[src/design/ssr_pkg.sv]
package ssr_pkg;

  localparam int BYTE_W = 8;
  localparam int LEN_W = 4;
  localparam int COUNT_W = 16;
  localparam int CFG_IDX_W = 2;
  localparam int CFG_DATA_W = 64;

  localparam int MAX_PATTERN_DEF = 8;
  localparam int MAX_REPLACEMENT_DEF = 8;
  localparam int QUEUE_DEPTH = 2;

  localparam logic [CFG_IDX_W-1:0] REG_PATTERN_BYTES = 2'd0;
  localparam logic [CFG_IDX_W-1:0] REG_PATTERN_LENGTH = 2'd1;
  localparam logic [CFG_IDX_W-1:0] REG_REPLACEMENT_BYTES = 2'd2;
  localparam logic [CFG_IDX_W-1:0] REG_REPLACEMENT_LENGTH = 2'd3;

  localparam logic [COUNT_W-1:0] COUNT_MAX = '1;

endpackage

[src/design/ssr_fifo.sv]
module ssr_fifo #(
  parameter int WIDTH = 8,
  parameter int DEPTH = 2
) (
  input  logic             clk_i,
  input  logic             rst_ni,
  input  logic             push_i,
  input  logic [WIDTH-1:0] push_data_i,
  output logic             full_o,
  output logic             valid_o,
  output logic [WIDTH-1:0] head_o,
  input  logic             pop_i
);

  localparam int AW = (DEPTH > 1) ? $clog2(DEPTH) : 1;
  localparam int CW = $clog2(DEPTH + 1);

  logic [WIDTH-1:0] mem_q [DEPTH];
  logic [AW-1:0]    wr_q, wr_d, rd_q, rd_d;
  logic [CW-1:0]    count_q, count_d;
  logic             do_push, do_pop;

  assign full_o  = (count_q == CW'(DEPTH));
  assign valid_o = (count_q != '0);
  assign head_o  = mem_q[rd_q];
  assign do_push = push_i && !full_o;
  assign do_pop  = pop_i && valid_o;

  always_comb begin
    wr_d    = wr_q;
    rd_d    = rd_q;
    count_d = count_q;
    if (do_push) begin
      wr_d = (wr_q == AW'(DEPTH - 1)) ? '0 : wr_q + AW'(1);
    end
    if (do_pop) begin
      rd_d = (rd_q == AW'(DEPTH - 1)) ? '0 : rd_q + AW'(1);
    end
    if (do_push && !do_pop) begin
      count_d = count_q + CW'(1);
    end else if (do_pop && !do_push) begin
      count_d = count_q - CW'(1);
    end
  end

  always_ff @(posedge clk_i or negedge rst_ni) begin
    if (!rst_ni) begin
      wr_q    <= '0;
      rd_q    <= '0;
      count_q <= '0;
    end else begin
      wr_q    <= wr_d;
      rd_q    <= rd_d;
      count_q <= count_d;
    end
  end

  always_ff @(posedge clk_i) begin
    if (do_push) begin
      mem_q[wr_q] <= push_data_i;
    end
  end

endmodule

[src/design/ssr_front.sv]
module ssr_front #(
  parameter int MAX_PATTERN = 8,
  parameter int MAX_REPLACEMENT = 8,
  localparam int J = (MAX_PATTERN > MAX_REPLACEMENT) ? MAX_PATTERN : MAX_REPLACEMENT,
  localparam int NW = $clog2(J + 1),
  localparam int JOB_W = ssr_pkg::COUNT_W + 1 + NW + ssr_pkg::BYTE_W * J
) (
  input  logic                             clk_i,
  input  logic                             rst_ni,
  input  logic                             cfg_we_i,
  input  logic [ssr_pkg::CFG_IDX_W-1:0]    cfg_idx_i,
  input  logic [ssr_pkg::CFG_DATA_W-1:0]   cfg_wdata_i,
  input  logic                             in_valid_i,
  output logic                             in_stall_o,
  input  logic [ssr_pkg::BYTE_W-1:0]       text_byte_i,
  input  logic                             byte_present_i,
  input  logic                             end_of_string_i,
  input  logic                             q_full_i,
  output logic                             q_push_o,
  output logic [JOB_W-1:0]                 q_data_o
);
  import ssr_pkg::*;

  localparam int N = MAX_PATTERN;
  localparam int R = MAX_REPLACEMENT;
  localparam int FW = $clog2(N + 1);

  logic [BYTE_W*N-1:0] pat_q;
  logic [BYTE_W*R-1:0] rep_q;
  logic [LEN_W-1:0]    plen_q, rlen_q;

  logic [BYTE_W-1:0]   win_q [N];
  logic [BYTE_W-1:0]   win_d [N];
  logic [FW-1:0]       fill_q, fill_d;
  logic [COUNT_W-1:0]  total_q, total_d;

  logic [BYTE_W-1:0]   wa [N];
  logic [FW-1:0]       plen, fa, keep, k;
  logic [NW-1:0]       rlen, n;
  logic                hit, match, accept;
  logic [COUNT_W-1:0]  tot_inc;
  logic [BYTE_W*J-1:0] jb;

  always_ff @(posedge clk_i or negedge rst_ni) begin
    if (!rst_ni) begin
      pat_q  <= '0;
      rep_q  <= '0;
      plen_q <= '0;
      rlen_q <= '0;
    end else if (cfg_we_i) begin
      case (cfg_idx_i)
        REG_PATTERN_BYTES:      pat_q  <= cfg_wdata_i[BYTE_W*N-1:0];
        REG_PATTERN_LENGTH:     plen_q <= cfg_wdata_i[LEN_W-1:0];
        REG_REPLACEMENT_BYTES:  rep_q  <= cfg_wdata_i[BYTE_W*R-1:0];
        REG_REPLACEMENT_LENGTH: rlen_q <= cfg_wdata_i[LEN_W-1:0];
        default: ;
      endcase
    end
  end

  assign accept     = in_valid_i && !q_full_i;
  assign in_stall_o = q_full_i;

  always_comb begin
    plen = (plen_q > LEN_W'(N)) ? FW'(N) : FW'(plen_q);
    rlen = (rlen_q > LEN_W'(R)) ? NW'(R) : NW'(rlen_q);

    for (int i = 0; i < N; i++) begin
      wa[i] = win_q[i];
      if (byte_present_i && FW'(i) == fill_q) begin
        wa[i] = text_byte_i;
      end
    end
    fa   = fill_q + FW'(byte_present_i);
    keep = (plen == '0) ? '0 : plen - FW'(1);

    hit   = 1'b0;
    match = 1'b1;
    k     = '0;
    for (int i = 0; i < N; i++) begin
      if (FW'(i) < plen && wa[i] != pat_q[BYTE_W*i +: BYTE_W]) begin
        match = 1'b0;
      end
    end
    if (byte_present_i) begin
      if (plen == '0 || fa > plen) begin
        k = fa - keep;
      end else if (fa == plen) begin
        hit = match;
        k   = match ? '0 : FW'(1);
      end
    end

    for (int i = 0; i < N; i++) begin
      win_d[i] = wa[i];
      for (int j = 0; j < N; j++) begin
        if (FW'(j) == k && i + j < N) begin
          win_d[i] = wa[(i + j) % N];
        end
      end
    end

    for (int i = 0; i < J; i++) begin
      jb[BYTE_W*i +: BYTE_W] = '0;
      if (hit) begin
        if (i < R) begin
          jb[BYTE_W*i +: BYTE_W] = rep_q[BYTE_W*(i % R) +: BYTE_W];
        end
      end else if (i < N) begin
        jb[BYTE_W*i +: BYTE_W] = wa[i % N];
      end
    end

    if (hit) begin
      n = rlen;
    end else if (end_of_string_i) begin
      n = NW'(fa);
    end else begin
      n = NW'(k);
    end

    tot_inc = (hit && total_q != COUNT_MAX) ? total_q + COUNT_W'(1) : total_q;
    fill_d  = (hit || end_of_string_i) ? '0 : fa - k;
    total_d = end_of_string_i ? '0 : tot_inc;
  end

  assign q_push_o = accept && (n != '0 || end_of_string_i);
  assign q_data_o = {(end_of_string_i ? tot_inc : '0), end_of_string_i, n, jb};

  always_ff @(posedge clk_i or negedge rst_ni) begin
    if (!rst_ni) begin
      fill_q  <= '0;
      total_q <= '0;
    end else if (accept) begin
      fill_q  <= fill_d;
      total_q <= total_d;
    end
  end

  always_ff @(posedge clk_i) begin
    if (accept) begin
      win_q <= win_d;
    end
  end

endmodule

[src/design/ssr_back.sv]
module ssr_back #(
  parameter int MAX_PATTERN = 8,
  parameter int MAX_REPLACEMENT = 8,
  localparam int J = (MAX_PATTERN > MAX_REPLACEMENT) ? MAX_PATTERN : MAX_REPLACEMENT,
  localparam int NW = $clog2(J + 1),
  localparam int JOB_W = ssr_pkg::COUNT_W + 1 + NW + ssr_pkg::BYTE_W * J
) (
  input  logic                          clk_i,
  input  logic                          rst_ni,
  input  logic                          q_valid_i,
  input  logic [JOB_W-1:0]              q_data_i,
  output logic                          q_pop_o,
  output logic                          out_valid_o,
  input  logic                          out_stall_i,
  output logic [ssr_pkg::BYTE_W-1:0]    out_byte_o,
  output logic                          out_present_o,
  output logic                          out_last_o,
  output logic [ssr_pkg::COUNT_W-1:0]   replace_count_o
);
  import ssr_pkg::*;

  localparam int BW = BYTE_W * J;

  logic [BW-1:0]      jbytes;
  logic [NW-1:0]      jn;
  logic               jlast;
  logic [COUNT_W-1:0] jcnt;

  logic [NW-1:0]      idx_q, idx_d;
  logic               out_valid_q, out_valid_d;
  logic [BYTE_W-1:0]  byte_q, sel;
  logic               present_q, last_q;
  logic [COUNT_W-1:0] count_q;
  logic               load, done;

  assign jbytes = q_data_i[BW-1:0];
  assign jn     = q_data_i[BW +: NW];
  assign jlast  = q_data_i[BW + NW];
  assign jcnt   = q_data_i[BW + NW + 1 +: COUNT_W];

  always_comb begin
    sel = '0;
    for (int i = 0; i < J; i++) begin
      if (NW'(i) == idx_q) begin
        sel = jbytes[BYTE_W*i +: BYTE_W];
      end
    end
  end

  assign load    = q_valid_i && (!out_valid_q || !out_stall_i);
  assign done    = (jn == '0) || (idx_q + NW'(1) >= jn);
  assign q_pop_o = load && done;

  always_comb begin
    idx_d       = idx_q;
    out_valid_d = out_valid_q;
    if (load) begin
      idx_d       = done ? '0 : idx_q + NW'(1);
      out_valid_d = 1'b1;
    end else if (!out_stall_i) begin
      out_valid_d = 1'b0;
    end
  end

  always_ff @(posedge clk_i or negedge rst_ni) begin
    if (!rst_ni) begin
      idx_q       <= '0;
      out_valid_q <= 1'b0;
    end else begin
      idx_q       <= idx_d;
      out_valid_q <= out_valid_d;
    end
  end

  always_ff @(posedge clk_i) begin
    if (load) begin
      byte_q    <= (jn == '0) ? '0 : sel;
      present_q <= (jn != '0);
      last_q    <= jlast && done;
      count_q   <= (jlast && done) ? jcnt : '0;
    end
  end

  assign out_valid_o     = out_valid_q;
  assign out_byte_o      = byte_q;
  assign out_present_o   = present_q;
  assign out_last_o      = last_q;
  assign replace_count_o = count_q;

endmodule

[src/design/stream_substring_replacer.sv]
// Channel   Direction  Handshake                 Payload
// config    in         cfg_we_i                  cfg_idx_i, cfg_wdata_i
// text      in         in_valid_i / in_stall_o   text_byte_i, byte_present_i, end_of_string_i
// result    out        out_valid_o / out_stall_i out_byte_o, out_present_o, out_last_o,
//                                                replace_count_o
//
// One text transaction per cycle while not stalled; the front settles the window and its
// match in that cycle. A transaction that yields bytes or ends a string queues a job of up
// to max(MAX_PATTERN, MAX_REPLACEMENT) result bytes; the back sends one result per cycle,
// unless out_stall_i holds it, from an output register fed through the job queue.
// Reset clears lengths, fill, count and queue; window contents stay undefined until written.
// in_stall_o rises when the job queue is full; out_stall_i holds the output register.
module stream_substring_replacer #(
  parameter int MAX_PATTERN = ssr_pkg::MAX_PATTERN_DEF,
  parameter int MAX_REPLACEMENT = ssr_pkg::MAX_REPLACEMENT_DEF
) (
  input  logic                           clk_i,
  input  logic                           rst_ni,
  input  logic                           cfg_we_i,
  input  logic [ssr_pkg::CFG_IDX_W-1:0]  cfg_idx_i,
  input  logic [ssr_pkg::CFG_DATA_W-1:0] cfg_wdata_i,
  input  logic                           in_valid_i,
  output logic                           in_stall_o,
  input  logic [ssr_pkg::BYTE_W-1:0]     text_byte_i,
  input  logic                           byte_present_i,
  input  logic                           end_of_string_i,
  output logic                           out_valid_o,
  input  logic                           out_stall_i,
  output logic [ssr_pkg::BYTE_W-1:0]     out_byte_o,
  output logic                           out_present_o,
  output logic                           out_last_o,
  output logic [ssr_pkg::COUNT_W-1:0]    replace_count_o
);
  import ssr_pkg::*;

  localparam int J = (MAX_PATTERN > MAX_REPLACEMENT) ? MAX_PATTERN : MAX_REPLACEMENT;
  localparam int NW = $clog2(J + 1);
  localparam int JOB_W = COUNT_W + 1 + NW + BYTE_W * J;

  logic             q_push, q_full, q_valid, q_pop;
  logic [JOB_W-1:0] q_in, q_head;

  ssr_front #(
    .MAX_PATTERN     (MAX_PATTERN),
    .MAX_REPLACEMENT (MAX_REPLACEMENT)
  ) u_front (
    .clk_i           (clk_i),
    .rst_ni          (rst_ni),
    .cfg_we_i        (cfg_we_i),
    .cfg_idx_i       (cfg_idx_i),
    .cfg_wdata_i     (cfg_wdata_i),
    .in_valid_i      (in_valid_i),
    .in_stall_o      (in_stall_o),
    .text_byte_i     (text_byte_i),
    .byte_present_i  (byte_present_i),
    .end_of_string_i (end_of_string_i),
    .q_full_i        (q_full),
    .q_push_o        (q_push),
    .q_data_o        (q_in)
  );

  ssr_fifo #(
    .WIDTH (JOB_W),
    .DEPTH (QUEUE_DEPTH)
  ) u_queue (
    .clk_i       (clk_i),
    .rst_ni      (rst_ni),
    .push_i      (q_push),
    .push_data_i (q_in),
    .full_o      (q_full),
    .valid_o     (q_valid),
    .head_o      (q_head),
    .pop_i       (q_pop)
  );

  ssr_back #(
    .MAX_PATTERN     (MAX_PATTERN),
    .MAX_REPLACEMENT (MAX_REPLACEMENT)
  ) u_back (
    .clk_i           (clk_i),
    .rst_ni          (rst_ni),
    .q_valid_i       (q_valid),
    .q_data_i        (q_head),
    .q_pop_o         (q_pop),
    .out_valid_o     (out_valid_o),
    .out_stall_i     (out_stall_i),
    .out_byte_o      (out_byte_o),
    .out_present_o   (out_present_o),
    .out_last_o      (out_last_o),
    .replace_count_o (replace_count_o)
  );

  a_no_push_when_full: assert property (@(posedge clk_i) disable iff (!rst_ni)
    q_push |-> !q_full)
    else $error("job pushed into a full queue");

  a_pop_needs_job: assert property (@(posedge clk_i) disable iff (!rst_ni)
    q_pop |-> q_valid)
    else $error("job popped from an empty queue");

  a_marker_is_last: assert property (@(posedge clk_i) disable iff (!rst_ni)
    (out_valid_o && !out_present_o) |-> out_last_o)
    else $error("end-only result without last flag");

  a_count_only_on_last: assert property (@(posedge clk_i) disable iff (!rst_ni)
    (out_valid_o && !out_last_o) |-> (replace_count_o == '0))
    else $error("replacement count on a non-final result");

endmodule

[config.mk]
export PLATFORM = sky130hd
export DESIGN_NAME = stream_substring_replacer
export DESIGN_NICKNAME = d
export VERILOG_FILES = /design/src/design/ssr_pkg.sv /design/src/design/ssr_fifo.sv /design/src/design/ssr_front.sv /design/src/design/ssr_back.sv /design/src/design/stream_substring_replacer.sv
export SDC_FILE = /design/constraint.sdc
export NUM_CORES = 1
export LEC_CHECK = 0
export ABC_AREA = 1
export BUFFER_PORTS_ARGS = -buffer_cell sky130_fd_sc_hd__buf_2
export CELL_PAD_IN_SITES_DETAIL_PLACEMENT = 2
export CELL_PAD_IN_SITES_GLOBAL_PLACEMENT = 2
export CORE_UTILIZATION = 38
export CTS_CLUSTER_DIAMETER = 100
export CTS_CLUSTER_SIZE = 25
export DETAILED_ROUTE_END_ITERATION = 12
export PLACE_DENSITY_LB_ADDON = 0.3
export SYNTH_ARGS = -nofsm -noshare
export SYNTH_HDL_FRONTEND = slang
export SYNTH_SLANG_ARGS = --single-unit
[constraint.sdc]
create_clock -name clk_i -period 8.46 [get_ports clk_i]
set_clock_uncertainty 0.15 [all_clocks]
set_input_delay 0.846 -clock clk_i [delete_from_list [all_inputs] [get_ports clk_i]]
set_output_delay 0.846 -clock clk_i [all_outputs]
set_load 0.02 [all_outputs]
[Word-level counts from Yosys, hierarchy flattened]
Memory sizes are Yosys's and may differ from the RTL's.
Index checks and enable logic that the tools add are counted.
Word-level totals
  input port bits: 81
  memories: 1
  word-level logic and storage cells: 216
  bits in writable memories: 170
  bits in registers: 255
Cells by class
  magnitude comparators: 12
  multiplexer cells: 85
  equality and inequality tests: 36
  add/subtract/negate cells: 10
  reductions and logical operators: 49
Memory list
  u_queue.mem_q: depth 2, width 85, read ports 1, clocked after memory_dff 0, write ports 1, RTL line ssr_fifo.sv:18  | logic [WIDTH-1:0] mem_q [DEPTH];
Operators with widths (count)
  2-to-1 mux 8 bit: 52
  inequality test 8 bit: 8
  equality test 3 x 4 -> 1 bit, first input constant: 12
  2-to-1 mux 16 bit: 3
  2-to-1 mux 4 bit: 10
  logical AND 1 bit: 26
  equality test 2 x 4 -> 1 bit, first input constant: 6
  2-to-1 mux 1 bit: 18
  adder 16 x 1 -> 16 bit, second input constant: 1
  zero test 4 bit: 4
  < comparator 3 x 4 -> 1 bit, first input constant: 4
  inequality test 16 bit, second input constant: 1
  equality test 1 x 4 -> 1 bit, first input constant: 3
  greater-than comparator 4 bit, second input constant: 2
  < comparator 1 x 4 -> 1 bit, first input constant: 2
  < comparator 2 x 4 -> 1 bit, first input constant: 2
  AND reduction 2 bit: 4
  nonzero test 4 bit: 2
  subtractor 4 bit: 2
  equality test 2 bit, second input constant: 3
  zero test 1 bit: 5
  logical OR 1 bit: 5
  adder 4 x 1 -> 4 bit: 1
  adder 4 x 1 -> 4 bit, second input constant: 1
  other kinds (12): 15

[Depth between registers and ports, before layout]
Gate-level depths: netlist of run 1.
  word-level depth: 27
  mapped depth: 31

[Modules after synthesis]
From an unflattened synthesis of run 1, not the netlist that was laid out.
Unflattened totals
  cell total of the unflattened synthesis: 2803
  area, all modules: 22775.6 um^2
Modules (own cells, without submodules)
  ssr_front: cells an instance 2040, sequential area each 5825.6 um^2, instances 1, area an instance 14123.5 um^2
  ssr_fifo: cells an instance 476, sequential area each 5205.0 um^2, instances 1, area an instance 6424.9 um^2
  ssr_back: cells an instance 287, sequential area each 905.9 um^2, instances 1, area an instance 2227.1 um^2

[Least setup slack after synthesis of run 1]
Ideal clock, no wire load.
  path type: input to register
  start: input port byte_present_i
  end: memory u_queue.mem_q[1][0] in the netlist's numbering (enable)
  required time: 7781 ps
  library setup time: 529 ps
  arrival: 6543 ps
  buffers on the path: 4
  stages on the path: 26
  path slack: 1238 ps
  path through: buf_6 > nand2_1 > nor2_4 > buf_6 > buf_6 > nand3_1 > nand2_2 > nand2_1 > nand2_1 > nand2_1 > nor2_1 > nand2_1 > nand2_1 > nand2_1 > nor2_1 > nand2_2 > nor2_8 > inv_2 > buf_6 > o211ai_1 > nand2_1 > nand2_1 > nor3_2 > nand2_1 > nand2_2 > nor2_1
On the way
  longest elaborated chain between the ends: 24
  elaborated cells on any way between the ends: 60
RTL lines
  start, declared: RTL line stream_substring_replacer.sv:25  | input logic byte_present_i,
  logical AND 1 bit: RTL line ssr_front.sv:70  | if (byte_present_i && FW'(i) == fill_q) begin
  2-to-1 mux 8 bit: RTL line ssr_front.sv:70
  inequality test 8 bit: RTL line ssr_front.sv:81  | if (FW'(i) < plen && wa[i] != pat_q[BYTE_W*i +: BYTE_W]) begin
  logical AND 1 bit: RTL line ssr_front.sv:81
  2-to-1 mux 1 bit (8 in a row): RTL line ssr_front.sv:81
  2-to-1 mux 1 bit: RTL line ssr_front.sv:90  | k = match ? '0 : FW'(1);
  2-to-1 mux 4 bit: RTL line ssr_front.sv:88  | end else if (fa == plen) begin
  2-to-1 mux 4 bit: RTL line ssr_front.sv:86  | if (plen == '0 || fa > plen) begin
  2-to-1 mux 4 bit: RTL line ssr_front.sv:85  | if (byte_present_i) begin
  2-to-1 mux 4 bit: RTL line ssr_front.sv:116  | end else if (end_of_string_i) begin
  2-to-1 mux 4 bit *: RTL line ssr_front.sv:114  | if (hit) begin
  nonzero test 4 bit *: RTL line ssr_front.sv:127  | assign q_push_o = accept && (n != '0 || end_of_string_i);
  logical OR 1 bit *: RTL line ssr_front.sv:127
  logical AND 1 bit *: RTL line ssr_front.sv:127
  logical AND 1 bit *: RTL line ssr_fifo.sv:26  | assign do_push = push_i && !full_o;
  2-to-1 mux 1 bit *: RTL line ssr_fifo.sv:59  | if (do_push) begin
  2-to-1 mux 1 bit (implied by the code) *: RTL line ssr_fifo.sv:60  | mem_q[wr_q] <= push_data_i;
  end, declared: RTL line ssr_fifo.sv:18
Every way passes the cells marked *; elsewhere a longest branch is shown, timed or not.

[Final worst setup path of run 1]
  start: input port byte_present_i
  end: memory u_queue.mem_q[0][7] in the netlist's numbering (enable)
On the way
  elaborated cells on any way between the ends: 60
RTL lines
  logical AND 1 bit: RTL line ssr_front.sv:70
  2-to-1 mux 8 bit: RTL line ssr_front.sv:70
  inequality test 8 bit: RTL line ssr_front.sv:81
  logical AND 1 bit: RTL line ssr_front.sv:81
  2-to-1 mux 1 bit (8 in a row): RTL line ssr_front.sv:81
  2-to-1 mux 1 bit: RTL line ssr_front.sv:88
  2-to-1 mux 1 bit: RTL line ssr_front.sv:86
  2-to-1 mux 1 bit: RTL line ssr_front.sv:85
  2-to-1 mux 4 bit *: RTL line ssr_front.sv:114
  via q_in[66]: RTL line stream_substring_replacer.sv:41  | logic [JOB_W-1:0] q_in, q_head;
  nonzero test 4 bit *: RTL line ssr_front.sv:127
  logical OR 1 bit *: RTL line ssr_front.sv:127
  logical AND 1 bit *: RTL line ssr_front.sv:127
  logical AND 1 bit *: RTL line ssr_fifo.sv:26
  2-to-1 mux 1 bit *: RTL line ssr_fifo.sv:59
  2-to-1 mux 1 bit (implied by the code) *: RTL line ssr_fifo.sv:60
Mark *: on every way through the listed nets, which the timed path passes. The rest lies on a longest branch.

==> results of run 1 <==
cell families (layout without fill, tap and decap cells):
group,after synthesis,in the layout,share of synthesized area (%)
compound gates,536,536,12.8
xor+xnor,24,24,0.934
fa+ha+maj,24,24,1.40
buf+inv,438,491,7.72
flops,425,425,53.1
mux,3,3,0.133
other cells,0,2,0
simple gates,1286,1286,23.9
final timing paths:
kind                            cells past startpoint               from  slack (ps)                   to
worst min register to register                      2  u_front.rep_q[26]         350    u_front.rep_q[26]
min in group asynchronous                           2             rst_ni         560   u_queue.count_q[0]
max in group asynchronous                           3             rst_ni        6360    u_front.pat_q[41]
worst max register to register                     18  u_front.fill_q[0]        1850  u_queue.mem_q[0][7]
worst max-delay path                               19     byte_present_i        1660  u_queue.mem_q[0][7]
worst min-delay path                                3    cfg_wdata_i[40]         310    u_front.pat_q[40]
through the flow:
stage / std cells / utilization, %
2_1_floorplan: 2736 / -
3_3_place_gp: 3507 / 40.7
3_5_place_dp: 3507 / 40.7
4_1_cts: 3554 / 42.2
5_1_grt: 3554 / 42.2
6_report: 3556 / 42.2
state kept, by name, summed over array words and instances, names as in the netlist:
register and flops:
u_queue.count_q 2, u_back.out_present_o 1, u_front.win_q 64, u_back.replace_count_o 16, u_front.pat_q 64, u_front.fill_q 4, u_front.total_q 16, u_back.idx_q 4
u_front.rlen_q 4, u_queue.wr_q 1, u_back.out_byte_o 8, u_back.out_last_o 1, u_front.rep_q 64, u_queue.rd_q 1, u_queue.mem_q 170, u_front.plen_q 4
u_back.out_valid_o 1
critical path, delay by kind of cell:
kind	cells	cell delay [ps]
buffers and inverters	6	2420
AND/OR/NAND/NOR	9	2260
adder cells (fa/ha/maj)	2	660
XOR/XNOR	1	310
AO/OA/AOI/OAI	1	210
cells in the final DEF (no fill, tap or decap), types with 31 or more instances in the layout:
cell type  count
inv_1        304
nand2_1      939
a21oi_1      102
edfxtp_1     260
o21ai_0      312
nand3_1      102
a31oi_1       33
nand4_1       31
nand3b_1      38
buf_2        107
nor2_1       123
dfrtp_1      164
layer usage:
metal	wire (um)	vias up
met5	0	-
met4	4720	0
met3	4830	168
met2	45800	630
met1	40000	10500
li1	-	9052
where the power goes:
part           internal (mW)  switching [mW]  leakage [nW]
Clock                  0.616           0.835         0.411
Combinational           1.33            4.04          6.07
Sequential              3.16           0.324          4.54
Total                   5.10            5.20          11.0
final cells by class:
cell class	count	share of cell area, %
Sequential cell	425	48.7
Multi-Input combinational cell	1873	36.1
Inverter	312	4.79
Tap cell	765	3.90
Timing Repair Buffer	133	3.05
Clock buffer	30	2.63
Clock inverter	16	0.816
Antenna cell	2	0.0204
==> results.py, run 1 <==
metrics = {
    "outcome": {
        "status": "finished clean",
    },
    "sta": {
        "hold_violations": 0,
        "fin_crit_ps": 6800,
        "hold_ws_ps": 315,
        "rsz0062_at_grt": "no",
        "period_share_pct": 80.4,
        "slew_violations": 0,
        "timing.fmax_ghz": 0.147,
        "finalSetupTns_ps": 0,
        "worstMarginPinSlew_ps": 1150,
        "setup_viol": 0,
        "worst_slack_ps": 1660,
        "slew_headroom_pct": 22.5,
    },
    "clock_tree": {
        "clkLatencyLatePin_ps": 640,
        "post_cts_resized": 0,
        "cts.sinks": 425,
        "numCtsBuffers": 25,
        "postCtsHoldBufs": 1,
        "clk_pin_slew_ps": 110,
        "cts_tree": "yes",
        "cts.path.max_buffers": 3,
        "cts_root_buffer": "clkbuf_16",
        "h-tree-depth": 1,
        "post_cts_buffers": 0,
    },
    "placed_design": {
        "dpl-instance-area_um2": 23700,
        "port_buffers": 108,
        "preCtsSetupSlack_ps": 1200,
        "gp_congestion": 0.976,
        "dp_hpwl_um": 69900,
    },
    "global_route": {
        "busiest_layer": "met2",
        "antenna_found_initial": 4,
        "grt_pass1_vias": 21900,
        "grt_first_pass_wirelength_um": 141000,
        "grt-ovfl-total": 0,
        "grt_use_met3_pct": 3.42,
        "grt_max_degree": 102,
        "grt.total_usage_pct": 31.6,
        "grtUsageMet2_pct": 53.7,
        "met1_usage_pct": 40.6,
    },
    "route": {
        "vias": 20400,
        "route.detailed.drc": 0,
        "drt_first_iter_violations": 1576,
        "drtPass1Iterations": 5,
        "routed_wl_um": 95300,
        "ant_nets": 0,
        "wire_per_inst_um": 26.8,
        "drt-vias-per-instance": 5.72,
    },
    "pwr": {
        "power.density_nw_per_um2": 420,
        "leakage_nw": 11.0,
        "ir_drop_v": 0.000240,
        "totalPowerFinal_mw": 10.3,
    },
    "synth": {
        "yosys.area.top_type": "edfxtp_1",
        "ys_seq_area_share_pct": 53.1,
        "yosys.cell_types.count": 49,
        "synthArstFlopShare_pct": 38.8,
        "yosysTopAreaCellShare_pct": 34.7,
        "synth_nets": 2841,
        "synth.avg_cell_area_um2": 8.22,
        "synth_commonest_cells": "nand2_1, o21ai_0, inv_1",
        "syn_inst": 2736,
        "yosysWarningCount": 0,
        "synthFlopType": "edfxtp_1",
        "synth_area_leaders": "edfxtp_1, dfrtp_1, nand2_1",
        "syn_area_um2": 22500,
        "yosysMostFrequentCell": "nand2_1",
        "synth_seq_cells": 425,
        "synth_edf_count": 260,
    },
    "worst_setup_path": {
        "critPathSlowestCell": "buf_4",
        "crit_path_end_kind": "flop",
        "cp-start-kind": "input port",
        "crit_arrival_ps": 6890,
        "crit_required_ps": 8550,
        "cp_cell_sequence": "buf_2 > ha_1 > nand3_1 > xor2_1 > inv_1 > ha_1 > nand4_1 > nor3_1 > inv_1 > nor2_8 > inv_2 > nor2_2 > nand2_1 > o21ai_0 > nor3_2 > nand2_1 > nand3_1 > clkinv_2 > buf_4",
        "crit_type": "input port to flop",
        "cpPeakStageDelay_ps": 760,
        "path_max_fanout": 66,
    },
    "worst_hold_path": {
        "hold_class": "input port to flop",
    },
    "floorplan": {
        "core.rowCount": 88,
        "core_area_um2": 58100,
        "top_level_ports": 109,
        "die_h_um": 245,
        "die_width_um": 245,
        "die-area_um2": 60200,
        "initial_utilization_pct": 38.7,
    },
    "job": {
        "cap_violations": 0,
    },
    "layout": {
        "n_fill_cell": 6551,
        "syn_to_final_growth_pct": 9.05,
        "post-route-cell-area_um2": 24500,
        "drive_above_1_share_pct": 7.92,
        "multi_input_area_um2": 8870,
        "nets": 2875,
        "ff_latch_area_um2": 11900,
    },
}
(Power assumes the default switching activity.)
==> run 2: changes to the inputs <==
clock period = 6.75 ns   (was 8.46 ns; I/O delays follow)
==> results.py, run 2 (synthesis gave the netlist of run 1 again) <==
metrics = {
    "worst_setup_path": {
        "crit_type": "flop to flop",
        "crit_path_end_kind": "flop",
        "crit_path_frequent_cell": "nand2_1",
        "cpPeakStageDelay_ps": 800,
        "path_delay_family": "simple AND/OR/NAND/NOR gates",
        "crit_required_ps": 7020,
        "crit_buf_inv": 2,
        "critPathSlowestCell": "inv_1",
        "cp-start-kind": "flop",
        "path_max_fanout": 20,
        "crit_arrival_ps": 5620,
    },
    "floorplan": {
        "core.rowCount": 88,
        "initial_utilization_pct": 38.7,
        "die-area_um2": 60200,
        "top_level_ports": 109,
        "die_h_um": 245,
        "die_width_um": 245,
        "core_area_um2": 58100,
    },
    "clock_tree": {
        "numCtsBuffers": 23,
        "clk_pin_slew_ps": 110,
        "h-tree-depth": 1,
        "cts_root_buffer": "clkbuf_16",
        "cts_tree": "yes",
        "cts.path.max_buffers": 3,
        "clkLatencyLatePin_ps": 610,
        "cts.sinks": 425,
        "post_cts_resized": 0,
    },
    "layout": {
        "antennaDiodeCount": 0,
        "mostFrequentLayoutCell": "nand2_1",
        "drive_above_1_share_pct": 7.87,
        "syn_to_final_growth_pct": 8.83,
        "largest_register": "u_queue.mem_q",
        "multi_input_area_um2": 8860,
        "final_core_util_pct": 42.1,
        "largest_reg_flops": 170,
        "final_cell_mix": "nand2_1, o21ai_0, inv_1, edfxtp_1, dfrtp_1",
        "layout.cells.non_filler": 3559,
        "post-route-cell-area_um2": 24500,
        "ff_latch_area_um2": 11900,
        "nets": 2882,
        "n_fill_cell": 6614,
    },
    "placed_design": {
        "placed_cells": 3516,
        "port_buffers": 108,
        "dpl-instance-area_um2": 23800,
        "gp_congestion": 0.953,
        "dp_hpwl_um": 69600,
    },
    "global_route": {
        "grt-ovfl-total": 0,
        "grt_max_degree": 76,
        "grt_first_pass_wirelength_um": 138000,
        "grt.total_usage_pct": 30.8,
        "grt_pass1_vias": 21300,
        "antenna_found_initial": 1,
    },
    "route": {
        "ant_nets": 0,
        "wire_per_inst_um": 26.0,
        "routed_wl_um": 92400,
        "drt_first_iter_violations": 1341,
        "drtPass1Iterations": 5,
        "dr.max_layer_used": "met4",
        "met2WireLength_um": 45400,
        "route.detailed.drc": 0,
        "drt-vias-per-instance": 5.63,
        "vias": 20000,
        "wl_met3_um": 4020,
        "wl_met1_um": 39700,
    },
    "pwr": {
        "ir_drop_v": 0.000297,
        "switchingPower_mw": 6.19,
        "p_clk_share_pct": 13.2,
        "seq_power_share_pct": 35.0,
        "swShare_pct": 49.5,
        "leakage_nw": 11.0,
        "p_comb_share_pct": 51.8,
        "power.density_nw_per_um2": 510,
        "p_int_mw": 6.31,
    },
    "sta": {
        "worstMarginPinSlew_ps": 1180,
        "timing.fmax_ghz": 0.187,
        "period_share_pct": 79.3,
        "rsz0062_at_grt": "no",
        "slew_headroom_pct": 20.8,
        "hold_violations": 0,
        "fin_crit_ps": 5360,
        "setup_viol": 0,
        "slew_violations": 0,
        "finalSetupTns_ps": 0,
    },
    "outcome": {
        "status": "finished clean",
    },
    "worst_hold_path": {
        "hold_class": "input port to flop",
    },
    "job": {
        "cap_violations": 0,
    },
}
[run 2: changes by cell type in the layout (fill, tap and decap cells not counted), moves of 2 or more]
cell       previous run  this run
buf_4                23        31
clkbuf_1              5        10
clkbuf_16            25        23
clkinv_2              5         3
diode_2               2         0
[run 2: routing by layer]
layer | track usage (%) | up-vias
li1 | - | 9063
met2 | 52.9 | 527
met1 | 40.9 | 10300
met4 | 9.91 | 0
met3 | 2.74 | 143
met5 | 0 | -
[run 2: worst paths after layout]
| check | start | end | slack (ps) | depth (start not counted) |
|---|---|---|---|---|
| setup / recovery | u_front.fill_q[2] | u_front.win_q[51] | 1390 | 25 |
| hold / removal | out_stall_i | u_back.out_valid_o | 170 | 3 |
| setup reg to reg | u_front.fill_q[2] | u_front.win_q[51] | 1390 | 25 |
| hold reg to reg | u_front.rep_q[56] | u_front.rep_q[56] | 350 | 2 |
| max in group asynchronous | rst_ni | u_front.pat_q[32] | 4710 | 3 |
| min in group asynchronous | rst_ni | u_back.idx_q[0] | 400 | 2 |
[run 2: cell type report]
type                            instances  share of cell area (%)
Sequential cell                       425                    48.8
Multi-Input combinational cell       1873                    36.2
Inverter                              312                    4.80
Tap cell                              765                    3.91
Timing Repair Buffer                  142                    3.39
Clock buffer                           33                    2.50
Clock inverter                          9                   0.450
[run 2: power by group through the flow]
stage                     clock, mW  sequential [mW]  combinational (mW)
after global placement            0             4.36                5.97
after global routing           1.75             4.43                6.97
after CTS                      1.68             4.37                6.38
final                          1.64             4.37                6.48
after floorplan                   0             4.33                3.83
after detailed placement          0             4.42                6.31
[run 2: what timing repair did]
action	in CTS	in global routing
endpoints found under the setup margin	0	0
hold buffers	1	0
hold endpoints to repair	38	0
setup buffers	0	0
[run 2: worst reg2reg max path, stage by stage (launching register included)]
cell	delay [ps]
dfrtp_1	500
nand2_1	140
nor2_4	400
buf_4	280
nand2_8	90
nand2_1	100
nand2_1	250
nand2_1	130
nand2_1	60
nand2_1	70
nor2_1	50
nand2_1	120
nand2_1	70
nand2_1	180
nor2_1	80
nand2_2	130
nand2_1	90
nand2_2	270
nand3_2	270
inv_1	800
nand2_1	230
nand3_1	210
nand2_1	80
nand3_1	80
a21oi_1	90
nor2_1	250
[run 2: stage by stage]
step                      setup WS, ps  hold slack, ps  power [mW]
final                             1390             169        12.5
after CTS                         1490             156        12.4
after global placement            1310             304        10.3
after detailed placement          1070             324        10.7
after global routing              1140             170        13.2
after floorplan                   1130             229        8.16
